**src/hw/rtl/glcpt_pkg.sv**
```systemverilog
// package: types, command codes and sizing constants for the pending command table
`timescale 1ns / 1ps
`default_nettype none
package glcpt_pkg;

   localparam int GROUP_COUNT_DEF = 16;
   localparam int MARK_W          = 8;
   localparam int ARG_W           = 8;

   localparam logic [3:0] MODE_MAX     = 4'd0;
   localparam logic [3:0] MODE_OFF     = 4'd1;
   localparam logic [3:0] MODE_LEVEL   = 4'd2;
   localparam logic [3:0] MODE_STEP    = 4'd3;
   localparam logic [3:0] MODE_UP      = 4'd4;
   localparam logic [3:0] MODE_DOWN    = 4'd5;
   localparam logic [3:0] MODE_SCENE   = 4'd6;
   localparam logic [3:0] MODE_QUERY   = 4'd7;
   localparam logic [3:0] MODE_SERVICE = 4'd8;

   localparam logic [2:0] CMD_MAX   = 3'd0;
   localparam logic [2:0] CMD_OFF   = 3'd1;
   localparam logic [2:0] CMD_LEVEL = 3'd2;
   localparam logic [2:0] CMD_STEP  = 3'd3;
   localparam logic [2:0] CMD_UP    = 3'd4;
   localparam logic [2:0] CMD_DOWN  = 3'd5;
   localparam logic [2:0] CMD_SCENE = 3'd6;
   localparam logic [2:0] CMD_QUERY = 3'd7;

   typedef struct packed {
      logic [3:0] mode;
      logic [3:0] group;
      logic [7:0] level;
      logic       from_regulator;
      logic [7:0] scene;
      logic [7:0] sensor_address;
      logic       accepted;
   } req_type;

   typedef struct packed {
      logic [2:0] command;
      logic [3:0] target_group;
      logic [7:0] argument;
      logic       cleared;
   } rsp_type;

   typedef struct packed {
      logic load;
      logic exec;
   } ctl_cmd_type;

   typedef struct packed {
      logic hit;
   } ctl_sts_type;

   function automatic logic [MARK_W-1:0] mark_bit(input logic [2:0] cmd);
      mark_bit = MARK_W'(1) << cmd;
   endfunction

endpackage
`default_nettype wire

```
**src/hw/rtl/group_lighting_command_pending_table.sv**
```systemverilog
// top level: per-group pending lighting command table
// timing: a request accepted at one edge is executed in the next cycle; a service
// result strobes on rsp_valid during that cycle
// sequencing: a new request is taken only when idle, after the previous one has executed
// reset: synchronous, clears all pending marks; argument stores are not cleared
// the receiver cannot stall: each result beat is valid for exactly one cycle
`timescale 1ns / 1ps
`default_nettype none
module group_lighting_command_pending_table #(
   parameter int GROUP_COUNT = glcpt_pkg::GROUP_COUNT_DEF
) (
   input  wire logic               clock,
   input  wire logic               reset,
   input  wire logic               start,
   output logic                    busy,
   input  wire glcpt_pkg::req_type req,
   output logic                    rsp_valid,
   output glcpt_pkg::rsp_type      rsp
);

   glcpt_pkg::ctl_cmd_type cmd;
   glcpt_pkg::ctl_sts_type sts;

   glcpt_ctrl u_ctrl (
      .clock     (clock),
      .reset     (reset),
      .start     (start),
      .busy      (busy),
      .rsp_valid (rsp_valid),
      .cmd       (cmd),
      .sts       (sts)
   );

   glcpt_dp #(
      .GROUP_COUNT (GROUP_COUNT)
   ) u_dp (
      .clock (clock),
      .reset (reset),
      .req   (req),
      .cmd   (cmd),
      .sts   (sts),
      .rsp   (rsp)
   );

endmodule
`default_nettype wire

```
**src/hw/rtl/glcpt_ctrl.sv**
```systemverilog
// controller: accept and execute sequencing for the pending command table
`timescale 1ns / 1ps
`default_nettype none
module glcpt_ctrl (
   input  wire logic                  clock,
   input  wire logic                  reset,
   input  wire logic                  start,
   output logic                       busy,
   output logic                       rsp_valid,
   output glcpt_pkg::ctl_cmd_type     cmd,
   input  wire glcpt_pkg::ctl_sts_type sts
);

   typedef enum logic [1:0] {
      ST_IDLE = 2'b01,
      ST_EXEC = 2'b10
   } state_type;

   state_type state_ff;
   state_type state_in;

   always_comb begin
      state_in = state_ff;
      case (state_ff)
         ST_IDLE: begin
            if (start) state_in = ST_EXEC;
         end
         ST_EXEC: begin
            state_in = ST_IDLE;
         end
         default: begin
            state_in = ST_IDLE;
         end
      endcase
   end

   always_ff @(posedge clock) begin
      if (reset) begin
         state_ff <= ST_IDLE;
      end else begin
         state_ff <= state_in;
      end
   end

   assign busy      = (state_ff != ST_IDLE);
   assign cmd.load  = start && (state_ff == ST_IDLE);
   assign cmd.exec  = (state_ff == ST_EXEC);
   assign rsp_valid = cmd.exec && sts.hit;

   a_accept_exec : assert property (@(posedge clock) disable iff (reset)
      cmd.load |=> cmd.exec) else $error("accepted beat not executed");
   a_exec_once : assert property (@(posedge clock) disable iff (reset)
      cmd.exec |=> !busy) else $error("execute lasted more than one cycle");
   a_rsp_in_exec : assert property (@(posedge clock) disable iff (reset)
      rsp_valid |-> busy) else $error("result strobe outside execute");

endmodule
`default_nettype wire

```
**src/hw/rtl/glcpt_dp.sv**
```systemverilog
// datapath: per-group pending marks, argument stores and priority select
`timescale 1ns / 1ps
`default_nettype none
module glcpt_dp #(
   parameter int GROUP_COUNT = glcpt_pkg::GROUP_COUNT_DEF
) (
   input  wire logic                   clock,
   input  wire logic                   reset,
   input  wire glcpt_pkg::req_type     req,
   input  wire glcpt_pkg::ctl_cmd_type cmd,
   output glcpt_pkg::ctl_sts_type      sts,
   output glcpt_pkg::rsp_type          rsp
);

   localparam int IDX_W = (GROUP_COUNT > 1) ? $clog2(GROUP_COUNT) : 1;
   localparam logic [glcpt_pkg::MARK_W-1:0] STRONG =
      glcpt_pkg::mark_bit(glcpt_pkg::CMD_MAX) | glcpt_pkg::mark_bit(glcpt_pkg::CMD_OFF) |
      glcpt_pkg::mark_bit(glcpt_pkg::CMD_UP)  | glcpt_pkg::mark_bit(glcpt_pkg::CMD_DOWN);
   localparam logic [glcpt_pkg::MARK_W-1:0] OVERRIDE =
      STRONG | glcpt_pkg::mark_bit(glcpt_pkg::CMD_LEVEL) |
      glcpt_pkg::mark_bit(glcpt_pkg::CMD_SCENE);

   glcpt_pkg::req_type req_ff;
   logic [glcpt_pkg::MARK_W-1:0] marks_ff [GROUP_COUNT];
   logic [glcpt_pkg::ARG_W-1:0]  level_mem [GROUP_COUNT];
   logic [glcpt_pkg::ARG_W-1:0]  scene_mem [GROUP_COUNT];
   logic [glcpt_pkg::ARG_W-1:0]  query_mem [GROUP_COUNT];
   logic [glcpt_pkg::ARG_W-1:0]  level_rd_ff;
   logic [glcpt_pkg::ARG_W-1:0]  scene_rd_ff;
   logic [glcpt_pkg::ARG_W-1:0]  query_rd_ff;

   logic [IDX_W-1:0]             rd_idx;
   logic [IDX_W-1:0]             idx;
   logic                         in_range;
   logic [glcpt_pkg::MARK_W-1:0] m_cur;
   logic [glcpt_pkg::MARK_W-1:0] m_in;
   logic                         m_we;
   logic                         level_we;
   logic                         scene_we;
   logic                         query_we;
   logic [2:0]                   sel;
   logic                         any;
   logic [glcpt_pkg::ARG_W-1:0]  arg;

   assign rd_idx   = IDX_W'(req.group);
   assign idx      = IDX_W'(req_ff.group);
   assign in_range = (int'(req_ff.group) < GROUP_COUNT);
   assign m_cur    = in_range ? marks_ff[idx] : '0;

   always_comb begin
      sel = glcpt_pkg::CMD_QUERY;
      for (int i = glcpt_pkg::MARK_W - 1; i >= 0; i--) begin
         if (m_cur[i]) sel = 3'(i);
      end
   end
   assign any = (m_cur != '0);

   always_comb begin
      m_in     = m_cur;
      m_we     = 1'b1;
      level_we = 1'b0;
      scene_we = 1'b0;
      query_we = 1'b0;
      case (req_ff.mode)
         glcpt_pkg::MODE_MAX: begin
            m_in = (m_cur & ~OVERRIDE) | glcpt_pkg::mark_bit(glcpt_pkg::CMD_MAX);
         end
         glcpt_pkg::MODE_OFF: begin
            m_in = (m_cur & ~OVERRIDE) | glcpt_pkg::mark_bit(glcpt_pkg::CMD_OFF);
         end
         glcpt_pkg::MODE_LEVEL: begin
            if (req_ff.from_regulator) begin
               if ((m_cur & STRONG) == '0) begin
                  m_in     = m_cur | glcpt_pkg::mark_bit(glcpt_pkg::CMD_LEVEL);
                  level_we = 1'b1;
               end
            end else begin
               m_in = (m_cur & ~(STRONG | glcpt_pkg::mark_bit(glcpt_pkg::CMD_SCENE))) |
                      glcpt_pkg::mark_bit(glcpt_pkg::CMD_LEVEL);
               level_we = 1'b1;
            end
         end
         glcpt_pkg::MODE_STEP: begin
            m_in = m_cur | glcpt_pkg::mark_bit(glcpt_pkg::CMD_STEP);
         end
         glcpt_pkg::MODE_UP: begin
            m_in = (m_cur & ~glcpt_pkg::mark_bit(glcpt_pkg::CMD_DOWN)) |
                   glcpt_pkg::mark_bit(glcpt_pkg::CMD_UP);
         end
         glcpt_pkg::MODE_DOWN: begin
            m_in = (m_cur & ~glcpt_pkg::mark_bit(glcpt_pkg::CMD_UP)) |
                   glcpt_pkg::mark_bit(glcpt_pkg::CMD_DOWN);
         end
         glcpt_pkg::MODE_SCENE: begin
            m_in     = m_cur | glcpt_pkg::mark_bit(glcpt_pkg::CMD_SCENE);
            scene_we = 1'b1;
         end
         glcpt_pkg::MODE_QUERY: begin
            m_in     = m_cur | glcpt_pkg::mark_bit(glcpt_pkg::CMD_QUERY);
            query_we = 1'b1;
         end
         glcpt_pkg::MODE_SERVICE: begin
            if (req_ff.accepted) m_in = m_cur & ~glcpt_pkg::mark_bit(sel);
         end
         default: begin
            m_we = 1'b0;
         end
      endcase
   end

   always_comb begin
      case (sel)
         glcpt_pkg::CMD_LEVEL: arg = level_rd_ff;
         glcpt_pkg::CMD_SCENE: arg = scene_rd_ff;
         glcpt_pkg::CMD_QUERY: arg = query_rd_ff;
         default:              arg = '0;
      endcase
   end

   always_ff @(posedge clock) begin
      if (cmd.load) begin
         req_ff      <= req;
         level_rd_ff <= level_mem[rd_idx];
         scene_rd_ff <= scene_mem[rd_idx];
         query_rd_ff <= query_mem[rd_idx];
      end
   end

   always_ff @(posedge clock) begin
      if (cmd.exec && in_range) begin
         if (level_we) level_mem[idx] <= req_ff.level;
         if (scene_we) scene_mem[idx] <= req_ff.scene;
         if (query_we) query_mem[idx] <= req_ff.sensor_address;
      end
   end

   always_ff @(posedge clock) begin
      if (reset) begin
         for (int i = 0; i < GROUP_COUNT; i++) marks_ff[i] <= '0;
      end else if (cmd.exec && in_range && m_we) begin
         marks_ff[idx] <= m_in;
      end
   end

   assign sts.hit          = in_range && any && (req_ff.mode == glcpt_pkg::MODE_SERVICE);
   assign rsp.command      = sel;
   assign rsp.target_group = req_ff.group;
   assign rsp.argument     = arg;
   assign rsp.cleared      = req_ff.accepted;

   a_max_marks : assert property (@(posedge clock) disable iff (reset)
      cmd.exec && in_range && (req_ff.mode == glcpt_pkg::MODE_MAX)
      |=> marks_ff[$past(idx)][glcpt_pkg::CMD_MAX])
      else $error("recall max not marked");
   a_clear_on_accept : assert property (@(posedge clock) disable iff (reset)
      cmd.exec && sts.hit && req_ff.accepted
      |=> !marks_ff[$past(idx)][$past(sel)])
      else $error("accepted command still pending");

endmodule
`default_nettype wire

```
**config.mk**
```make
export PLATFORM = sky130hd
export DESIGN_NAME = group_lighting_command_pending_table
export DESIGN_NICKNAME = d
export VERILOG_FILES = /design/src/hw/rtl/glcpt_pkg.sv /design/src/hw/rtl/group_lighting_command_pending_table.sv /design/src/hw/rtl/glcpt_ctrl.sv /design/src/hw/rtl/glcpt_dp.sv
export SDC_FILE = /design/constraint.sdc
export NUM_CORES = 1
export LEC_CHECK = 0
export ABC_AREA = 0
export BUFFER_PORTS_ARGS = -buffer_cell sky130_fd_sc_hd__buf_4
export CAP_MARGIN = 20
export CORE_UTILIZATION = 25
export DETAILED_ROUTE_END_ITERATION = 6
export PLACE_DENSITY_LB_ADDON = 0.25
export SLEW_MARGIN = 20
export SYNTH_ARGS = -nofsm -noshare
export SYNTH_HDL_FRONTEND = slang
export SYNTH_SLANG_ARGS = --single-unit
```
**constraint.sdc**
```tcl
create_clock -name clock -period 3.6 [get_ports clock]
set_clock_uncertainty 0.05 [all_clocks]
set_input_delay 0.36 -clock clock [delete_from_list [all_inputs] [get_ports clock]]
set_output_delay 0.36 -clock clock [all_outputs]
set_load 0.005 [all_outputs]
```
==> impl_results.md, run 1 <==
* Initial antenna violation count at 2
* Clk root buf: clkbuf_16
* Via count at 12640
* Crit path required time at 3190 ps
* Core footprint at 93190 µm²
* Worst hold path cell count at 2
* Syn nets at 1252
* Non-Filler Instances at 2726
* Detailed placement HPWL at 41780 µm
* Worst vdd ir at 0.0003579 V
* Global route total overflow at 0
* Drt wl/cell at 24.23 µm
* Drt drc at 0
* Slew Viols, Final at 0
* Power Dens Cells at 550.4 nW/µm²
* First-pass GRT wire length at 94750 µm
* RSZ-0062 raised after global routing: true
* Synth cell types at 62
* TritonCTS clock tree: done
* Worst r2r dst: u_dp.level_mem[4][4]
* Final hold viol count at 0
* Post-Place Cell Area at 26040 µm²
* Reg2Reg Depth at 11
* Slew headroom at 0.4694
* Largest net degree at the start of global routing at 41
* Number of global-route vias before repair at 12930
* CTS sink cnt at 576
* Die area at 95150 µm²
* Sequential area share after synthesis at 0.7341
* Post-synth EDFFs at 570
* I/O Buffers at 54
* Starting Density at 0.2520
* Top FF cell, synth: edfxtp_1
* Yosys warns at 0
* Leakage power at 0.009338 µW
* Initial DRT Pass Iterations at 5
* Fraction of layout cells with a size suffix above 1 at 0.3478
* Fmax at 269.9 MHz
* CP Max Fanout at 7
* Yosys top cell by area: edfxtp_1
* Slew of the pin with the lowest slew margin at 796.0 ps
* Syn-to-layout area delta at 24.44%
* Crit start category: flip-flop
* Flop-to-flop setup slack at 160 ps
* TritonCTS Buffers at 68
* Post-Syn Area at 23480 µm²
* Top-count cell post-synth: edfxtp_1
* Chip Width at 308.5 µm
* Arrival @ worst endpoint at 3300 ps
* Die height at 308.5 µm
* Synth async-reset ratio at 0
* Worst hold path type: in2reg
* Ant diodes at 0
* Final worst-path cycle share at 1.029
* Final WS setup at -105.2 ps
* Synth top area cells: edfxtp_1 73%, mux4_2 14%, nor2_1 1.8%
* Maximum buffer depth of the clock tree at 3
* Max cap viols at 0
* Placed insts at 2553
* # setup viols final at 9
* Hold WS at 101.3 ps
* FF+latch count, synth at 576
* Total Wirelength at 66060 µm
* Clock period minus worst slack at 3705 ps
* Final instance area at 29220 µm²
* Crit. End Element: primary output
* NumNets Final at 1456
* Status: complete, but fails checks
* Core Util, Final at 0.3135
* Clk slew on worst S/H paths at 50 ps
* Initial DRC count at 1413
* Vias per cell at 4.636
* Final ANT Viol Nets at 0
* Top cells by count, synth: 570 x edfxtp_1, 141 x mux4_2, 115 x nor2_1
* GRT Total Usage at 0.1398
* Cells after Synth at 1215
* H-Tree Depth at 3
* Num rows at 112
* Final RePlAce weighted congestion at 0.8663
* IO Pins at 55
* Hold Path Sink: u_ctrl.state_ff[1]
* Worst skew pair latency at 610 ps
* WS Path Type: reg2out
* Failing checks: setup timing
* HP Start: reset
* Syn Area/Cell at 19.33 µm²
* Top cell type's share of synthesized area at 0.7290
## state kept, by name, indices dropped and copies added, names as in the netlist, named ones only
signal / flops
u_dp.scene_rd_ff: 8
u_dp.marks_ff: 128
u_dp.idx: 4
u_dp.level_mem: 128
u_dp.rsp: 1
u_dp.query_mem: 128
u_dp.scene_mem: 128
u_dp.req_ff: 29
u_dp.level_rd_ff: 8
u_ctrl.state_ff: 2
u_dp.query_rd_ff: 8
## worst max path at each step
stage	end	cells after the start	slack (ps)	start
global placement	rsp[3]	9	70	flip-flop
global route	rsp[8]	9	-200	flip-flop
detailed placement	rsp[3]	9	-4	flip-flop
floorplan	u_dp.level_mem[10][0]	8	400	flip-flop
CTS	rsp[7]	9	-170	flip-flop
finish	rsp[7]	9	-110	flip-flop
## final cells by class
class,count,area [µm²]
fillers,9056,63970
flip-flops and latches,576,17240
multi-input cells,543,6142
repair buffers,221,2034
clock buffers,91,1851
well taps,1254,1569
clock inverters,32,342.8
inverters,9,35.03
## cells in the final DEF (no fill, tap or decap), types with 4 or more instances in the layout
cell / synthesis / routed
dfxtp_1: 6 / 4
nand2b_1: 27 / 27
o22ai_4: 0 / 8
mux2_4: 0 / 5
mux2i_2: 1 / 8
clkinv_1: 2 / 13
a211oi_1: 32 / 32
nor3_1: 23 / 20
nand3_2: 0 / 5
o21ai_0: 5 / 5
a21oi_1: 25 / 25
nor2_2: 10 / 11
bufinv_16: 0 / 4
mux4_1: 14 / 5
buf_12: 1 / 13
clkbuf_1: 50 / 19
nor2b_1: 9 / 9
clkbuf_16: 0 / 70
dlygate4sd3_1: 0 / 30
inv_1: 7 / 6
buf_6: 3 / 14
nand3_1: 31 / 25
nor2_1: 115 / 114
clkinv_2: 0 / 8
mux4_2: 141 / 150
nand2_1: 30 / 28
edfxtp_1: 570 / 570
buf_4: 7 / 160
## cells by family after synthesis
kind of cell,count (synthesis),share of synthesized area
DFF,576,0.7341
and+or+nand+nor,266,0.05457
muxes,177,0.1609
AOI/OAI and AO/OA,100,0.03139
buffers and inverters,96,0.01908
## worst max-delay path, cell delays in order, from the launching register on
cell and delay [ps]:
dfxtp_4 410, buf_12 160, mux4_2 510, mux2_4 290, or3b_4 400, o211ai_4 190, buf_6 220, nand3_1 150
o22ai_4 220, buf_6 130
## metal layers
metal	track usage	wire length (µm)	up-vias
li1	-	-	5385
met1	0.1911	28430	6667
met2	0.2267	31870	485
met3	0.02872	4427	99
met4	0.03321	1319	2
met5	0	13	-
## what timing repair did
item	in CTS	in global routing
endpoints found under the setup margin	11	11
pin swaps	15	11
resized for setup	67	40
cloned	4	1
endpoints found under the hold margin	30	0
hold buffers	30	0
buffers inserted	16	8
## power by group
group          total (µW)  switching (µW)  internal, µW
combinational        1700             950           749
sequential           7640             139          7500
clock                6740            2790          3950
## through the flow
step                setup TNS (ps)  setup slack, ps  power, µW
global placement                 0            71.35       9104
detailed placement          -3.866           -3.866       9115
floorplan                        0            400.1       8506
global route                 -1537           -199.4      16620
finish                      -756.3           -105.2      16080
CTS                          -1445           -170.7      16140
(Power assumes the default switching activity.)
==> run 2, diff against run 1 <==
--- a/config.mk
+++ b/config.mk
@@ -8,10 +8,12 @@
 export ABC_AREA = 0
 export BUFFER_PORTS_ARGS = -buffer_cell sky130_fd_sc_hd__buf_4
 export CAP_MARGIN = 20
+export CORE_ASPECT_RATIO = 2
 export CORE_UTILIZATION = 25
 export DETAILED_ROUTE_END_ITERATION = 6
 export PLACE_DENSITY_LB_ADDON = 0.25
 export SLEW_MARGIN = 20
 export SYNTH_ARGS = -nofsm -noshare
 export SYNTH_HDL_FRONTEND = slang
+export SYNTH_HIERARCHICAL = 1
 export SYNTH_SLANG_ARGS = --single-unit
==> run 2 against run 1 <==
  * Wire length rose by 3.9%
  * Via count rose by 1.7%
  * Clock-buffer cell count fell by 32
  * Sequential cell count did not move
  * Register-to-register slack improved by 100 ps
  * Die area rose by 0.91%
  * Final cell count rose by 1.4%
  * Hold slack improved by 22 ps
  * Fmax rose by 2.5%
  * The flow finishes with violations (DRC, setup timing)
==> impl_results.md, run 2 <==
* Worst skew pair latency at 620 ps (was 610 ps)
* Fmax at 276.8 MHz (was 269.9 MHz)
* Number of global-route vias before repair at 13710 (was 12930)
* Chip Width at 219.6 µm (was 308.5 µm)
* Clock period minus worst slack at 3613 ps (was 3705 ps)
* Die area at 96010 µm² (was 95150 µm²)
* Synth async-reset ratio at 0 (unchanged)
* RSZ-0062 raised after global routing: true (unchanged)
* Internal cell power at 11670 µW (was 12200 µW)
* GRT Total Usage at 0.1437 (was 0.1398)
* Crit. End Element: primary output (unchanged)
* Final worst-path cycle share at 1.004 (was 1.029)
* Seq pwr share at 0.498 (was 0.475)
* Crit path required time at 3190 ps (about the same)
* NumNets Final at 1553 (was 1456)
* Final ANT Viol Nets at 0 (unchanged)
* Syn-to-layout area delta at 22.45% (was 24.44%)
* Hold WS at 123.7 ps (was 101.3 ps)
* Syn Area/Cell at 18.21 µm² (was 19.33 µm²)
* Worst hold path cell count at 2 (unchanged)
* Crit start category: flip-flop (unchanged)
* Total Wirelength at 68650 µm (was 66060 µm)
* Worst hold path type: in2reg (unchanged)
* Via count at 12860 (was 12640)
* Initial antenna violation count at 2 (unchanged)
* Final RePlAce weighted congestion at 0.9082 (was 0.8663)
* Comb pwr share at 0.111 (was 0.106)
* Pre-CTS WS at 70.01 ps (was -3.866 ps)
* Core footprint at 93900 µm² (was 93190 µm²)
* Top FF cell, synth: edfxtp_1 (unchanged)
* H-Tree Depth at 2 (was 3)
* Top-count cell post-synth: edfxtp_1 (unchanged)
* Commonest non-fill, non-tap cell in the layout: edfxtp_1 (unchanged)
* Synth top area cells: edfxtp_1 72%, mux4_2 15%, nor2_1 1.9% (was edfxtp_1 73%, mux4_2 14%, nor2_1 1.8%)
* Sw Pwr at 3686 µW (was 3883 µW)
* Arrival @ worst endpoint at 3200 ps (was 3300 ps)
* TritonCTS clock tree: done (unchanged)
* First-pass GRT wire length at 98090 µm (was 94750 µm)
* Slew Viols, Final at 0 (unchanged)
* Starting Density at 0.2521 (was 0.2520)
* Clock share of power at 0.391 (was 0.419)
* Fraction of layout cells with a size suffix above 1 at 0.3231 (was 0.3478)
* Most frequent cells in the layout: 570 x edfxtp_1, 181 x buf_4, 153 x mux4_2 (was 570 x edfxtp_1, 160 x buf_4, 150 x mux4_2)
* Post-Syn Area at 23680 µm² (was 23480 µm²)
* Status: complete, but fails checks (unchanged)
* Max cap viols at 0 (unchanged)
* Drt wl/cell at 24.83 µm (was 24.23 µm)
* Worst vdd ir at 0.0003316 V (was 0.0003579 V)
* Failing checks: DRC, setup timing (was setup timing)
* Slew headroom at 0.3988 (was 0.4694)
* Largest net degree at the start of global routing at 42 (was 41)
* Sw frac at 0.2401 (was 0.2415)
* Yosys top cell by area: edfxtp_1 (unchanged)
* Final WS setup at -13.36 ps (was -105.2 ps)
* Vias per cell at 4.650 (was 4.636)
* Setup TNS at -28.22 ps (was -756.3 ps)
* Top cells by count, synth: 570 x edfxtp_1, 153 x mux4_2, 117 x nor2_1 (was 570 x edfxtp_1, 141 x mux4_2, 115 x nor2_1)
* CTS sink cnt at 576 (unchanged)
* IO Pins at 55 (unchanged)
* Cells after Synth at 1300 (was 1215)
* Synth cell types at 67 (was 62)
* Clk slew on worst S/H paths at 70 ps (was 50 ps)
* Die height at 437.2 µm (was 308.5 µm)
* Detailed placement HPWL at 49180 µm (was 41780 µm)
* WS Path Type: reg2out (unchanged)
* FF+latch count, synth at 576 (unchanged)
* Sequential area share after synthesis at 0.7280 (was 0.7341)
* Global route total overflow at 0 (unchanged)
* Syn nets at 1337 (was 1252)
* Clk root buf: clkbuf_16 (unchanged)
* Leakage power at 0.009359 µW (was 0.009338 µW)
* Power Dens Cells at 529.5 nW/µm² (was 550.4 nW/µm²)
* Final hold viol count at 0 (unchanged)
* Slew of the pin with the lowest slew margin at 892.4 ps (was 796.0 ps)
* Maximum buffer depth of the clock tree at 3 (unchanged)
* Post-synth EDFFs at 570 (unchanged)
* Top cell type's share of synthesized area at 0.7229 (was 0.7290)
* Total power at 15350 µW (was 16080 µW)
* # setup viols final at 4 (was 9)
* Num rows at 159 (was 112)
* I/O Buffers at 54 (unchanged)
* Reg2Reg Depth at 14 (was 11)
* Initial DRT Pass Iterations at 7 (was 5)
* Core Util, Final at 0.3088 (was 0.3135)
* Yosys warns at 6 (was 0)
* TritonCTS Buffers at 53 (was 68)
* CP Max Fanout at 6 (was 7)
* Initial DRC count at 1122 (was 1413)
* Drt drc at 10 (was 0)
-- run 2: cell count changes in the layout (fill, tap and decap cells not counted), moves of 14 or more --
cell and delta:
a211oi_1 -30, a21oi_1 +53, buf_4 +21, clkbuf_1 -15, clkbuf_16 -14, nand2_1 +61
nand3_1 +20
-- run 2: worst paths after layout --
| check | startpoint | slack [ps] | to |
|---|---|---|---|
| hold / removal | reset | 120 | u_ctrl/state_ff[0] |
| setup / recovery | flip-flop | -10 | rsp[5] |
| setup reg to reg | flip-flop | 260 | u_dp/marks_ff[10][3] |
| hold reg to reg | u_ctrl/state_ff[0] | 440 | u_ctrl/state_ff[0] |
-- run 2: metal layers --
| layer | wire (µm) | global-route usage |
|---|---|---|
| met5 | 0 | 0 |
| met1 | 23490 | 0.1487 |
| met2 | 38560 | 0.2743 |
| met3 | 2830 | 0.01646 |
| met4 | 3770 | 0.07998 |
-- run 2: per-stage QoR --
step | area (µm²) | cells
global route | 28990 | 2765
floorplan | 23680 | 1300
global placement | 26290 | 2599
detailed placement | 26290 | 2599
finish | 28990 | 2765
CTS | 28710 | 2745
-- run 2: final cells by class --
type                       count  area, µm²
inverter                       5      36.28
clock inverter                37      425.4
multi-input combinational    639       6212
clock buffer                  59       1391
fill                        9199      64910
sequential                   576      17250
timing repair buffer         241       2170
tap                         1207       1510
antenna                        1      2.502
-- run 2: cell families after synthesis --
logic type / after synthesis / share of synthesized area
adders and majority gates: 1 / 0.0004228
muxes: 161 / 0.1493
DFF: 576 / 0.7280
AOI/OAI and AO/OA: 133 / 0.03784
buffers and inverters: 85 / 0.01585
and+or+nand+nor: 344 / 0.06859
-- run 2: power by group through the flow --
| stage | logic [µW] | clock network, µW | registers, µW |
|---|---|---|---|
| global placement | 1380 | 0 | 7790 |
| CTS | 1550 | 6180 | 7650 |
| global route | 1790 | 6380 | 7660 |
| floorplan | 834 | 0 | 7700 |
| finish | 1700 | 6000 | 7650 |
| detailed placement | 1390 | 0 | 7800 |
-- run 2: critical path, cell delays in order (launching register included) --
cell       delay, ps
dfxtp_4          390
buf_12           150
buf_8            120
mux4_2           510
o22a_1           250
and2_4           200
a211oi_4         370
buf_6            190
o2111ai_1        130
o211ai_1         120
buf_4            150
-- run 2: repair_timing --
item / CTS / global route
endpoints found under the setup margin: 10 / 10
pin swaps: 7 / 19
gates cloned: 2 / 4
gates resized for setup: 25 / 34
endpoints found under the hold margin: 32 / 0
setup buffers: 17 / 17
hold buffers: 31 / 0
==> run 3, diff against run 2 <==
==> constraint.sdc (replaced) <==
create_clock -name clock -period 3.6 [get_ports clock]
set_clock_uncertainty 0.05 [all_clocks]
set_input_delay 0.18 -clock clock [delete_from_list [all_inputs] [get_ports clock]]
set_output_delay 0.18 -clock clock [all_outputs]
set_load 0.005 [all_outputs]
==> run 3 against run 2 <==
  * Global-route usage hardly changed
  * Critical path type unchanged
  * The flow finishes with violations (DRC)
  * Sequential cell count stayed put
  * Non-clock buffer count is 7 lower
  * Total power is 1.9% lower
==> impl_results.md, run 3 (synthesis results as in run 2) <==
* Ant diodes at 0 (was 1)
* Slew of the pin with the lowest slew margin at 902.8 ps (was 892.4 ps)
* Crit. End Element: primary output (unchanged)
* Hold WS at 24.70 ps (was 123.7 ps)
* Via count at 12780 (was 12860)
* Largest net degree at the start of global routing at 45 (was 42)
* Worst hold path type: in2reg (unchanged)
* Global route total overflow at 0 (unchanged)
* Worst path top cell family by delay: buffers and inverters (was compound AO/OA/AOI/OAI gates)
* Max cap viols at 0 (unchanged)
* IO Pins at 55 (unchanged)
* Clock share of power at 0.385 (was 0.391)
* Worst-path cell chain: buf_12, buf_12, mux4_2, nand2_2, nand4_1, buf_6, a211oi_4, buf_4, o2111ai_1, o211ai_1, buf_4 (was buf_12, buf_8, mux4_2, o22a_1, and2_4, a211oi_4, buf_6, o2111ai_1, o211ai_1, buf_4)
* Clk root buf: clkbuf_16 (unchanged)
* Chip Width at 219.6 µm (unchanged)
* Crit path required time at 3370 ps (was 3190 ps)
* Arrival @ worst endpoint at 3360 ps (was 3200 ps)
* RSZ-0062 raised after global routing: true (unchanged)
* Core footprint at 93900 µm² (unchanged)
* Power Dens Cells at 524.3 nW/µm² (was 529.5 nW/µm²)
* Worst vdd ir at 0.0003563 V (was 0.0003316 V)
* Worst skew pair latency at 630 ps (was 620 ps)
* WP buf/inv at 5 (was 4)
* Drt drc at 10 (unchanged)
* Syn-to-layout area delta at 21.36% (was 22.45%)
* Detailed placement HPWL at 49690 µm (was 49180 µm)
* Crit path largest cell delay at 580 ps (was 510 ps)
* Sw Pwr at 3621 µW (was 3686 µW)
* Pre-CTS WS at 182.6 ps (was 70.01 ps)
* Final WS setup at 9.410 ps (was -13.36 ps)
* GRT Total Usage at 0.1440 (was 0.1437)
* Final RePlAce weighted congestion at 0.8840 (was 0.9082)
* I/O Buffers at 54 (unchanged)
* Crit start category: flip-flop (unchanged)
* Slowest CP cell: mux4_2 (unchanged)
* Comb pwr share at 0.107 (was 0.111)
* Final hold viol count at 0 (unchanged)
* Drt wl/cell at 24.98 µm (was 24.83 µm)
* CP Max Fanout at 8 (was 6)
* Vias per cell at 4.632 (was 4.650)
* CTS sink cnt at 576 (unchanged)
* Slew headroom at 0.3981 (was 0.3988)
* Seq pwr share at 0.508 (was 0.498)
* Die height at 437.2 µm (unchanged)
* Status: complete, but fails checks (unchanged)
* H-Tree Depth at 2 (unchanged)
* Fraction of layout cells with a size suffix above 1 at 0.3131 (was 0.3231)
* Slew Viols, Final at 0 (unchanged)
* Leakage power at 0.009227 µW (was 0.009359 µW)
* Internal cell power at 11440 µW (was 11670 µW)
* WS Path Type: reg2out (unchanged)
* Fmax at 278.5 MHz (was 276.8 MHz)
* Final worst-path cycle share at 0.9974 (was 1.004)
* Number of global-route vias before repair at 13520 (was 13710)
* Initial DRT Pass Iterations at 7 (unchanged)
* Placed insts at 2607 (was 2599)
* Sw frac at 0.2404 (was 0.2401)
* Initial antenna violation count at 3 (was 2)
* Total power at 15060 µW (was 15350 µW)
* Starting Density at 0.2521 (unchanged)
* Die area at 96010 µm² (unchanged)
* Commonest non-fill, non-tap cell in the layout: edfxtp_1 (unchanged)
* Final ANT Viol Nets at 0 (unchanged)
* Clk slew on worst S/H paths at 70 ps (about the same)
* TritonCTS clock tree: done (unchanged)
* NumNets Final at 1548 (was 1553)
* Total Wirelength at 68920 µm (was 68650 µm)
* Most frequent cells in the layout: 570 x edfxtp_1, 186 x buf_4, 153 x mux4_2 (was 570 x edfxtp_1, 181 x buf_4, 153 x mux4_2)
* # setup viols final at 0 (was 4)
* Initial DRC count at 935 (was 1122)
* First-pass GRT wire length at 97960 µm (was 98090 µm)
* Maximum buffer depth of the clock tree at 3 (unchanged)
* # fillers at 9245 (was 9199)
* Num rows at 159 (unchanged)
* Failing checks: DRC (was DRC, setup timing)
* Clock period minus worst slack at 3591 ps (was 3613 ps)
* TritonCTS Buffers at 53 (unchanged)
* Non-Filler Instances at 2759 (was 2765)
[run 3: changes by cell type in the layout (fill, tap and decap cells not counted), moves of 3 or more]
cell and change:
buf_12 -7, buf_4 +5, buf_6 -3, clkbuf_1 +5
o2111ai_1 +4, o2111ai_2 -4
[run 3: power by group through the flow]
stage / registers [µW] / clock network [µW] / logic, µW
finish: 7650 / 5800 / 1620
detailed placement: 7800 / 0 / 1420
CTS: 7650 / 5960 / 1490
floorplan: 7700 / 0 / 834
global route: 7660 / 6160 / 1700
global placement: 7790 / 0 / 1410
[run 3: worst paths after layout]
path / startpoint / to / slack (ps) / depth (start not counted)
worst max-delay path: flip-flop / rsp[3] / 9 / 11
worst min-delay path: req[29] / u_dp/idx[3] / 20 / 1
worst max register to register: flip-flop / u_dp/level_mem[13][7] / 70 / 9
worst min register to register: u_ctrl/state_ff[0] / u_ctrl/state_ff[1] / 540 / 1
[run 3: layout make-up]
type / count / area (µm²) / share of cell area
Tap cell: 1207 / 1510 / 0.05256
Multi-Input combinational cell: 639 / 6188 / 0.2154
Timing Repair inverter: 2 / 17.52 / 0.0006096
Inverter: 5 / 57.56 / 0.002003
Clock inverter: 32 / 337.8 / 0.01176
Clock buffer: 64 / 1410 / 0.04908
Timing Repair Buffer: 234 / 1971 / 0.06859
Sequential cell: 576 / 17240 / 0.6000
[run 3: per-stage QoR]
| stage | cell area, µm² | setup TNS [ps] | util |
|---|---|---|---|
| after floorplan | 23680 | 0 | - |
| after global placement | 26280 | 0 | 0.2798 |
| after detailed placement | 26280 | 0 | 0.2798 |
| after CTS | 28430 | 0 | 0.3028 |
| after global routing | 28730 | -591.2 | 0.3060 |
| final | 28730 | 0 | 0.3060 |
[run 3: worst reg2reg max path, cell delays in order, from the launching register on]
cell	delay (ps)
dfxtp_1	360
buf_12	190
mux4_2	540
mux2_2	330
mux2_2	360
o41ai_1	480
nand3_1	250
buf_4	270
nor2_1	230
buf_4	190
[run 3: repair_timing]
action                                 4_1_cts  5_1_grt
gates cloned                                 0        3
hold buffers                                32        0
endpoints found under the hold margin       32        0
pin swaps                                    2        8
gates resized for setup                     14       33
setup endpoints to repair                   11       10
setup buffers                                3       18
[run 3: layer usage]
layer  part of all wire  vias to the layer above  GRT usage
li1                   -                     5656          -
met1               0.35                     6694     0.1518
met2               0.58                      328     0.2850
met3              0.036                      102    0.01653
met4              0.031                        0    0.05161
met5                  0                        -          0
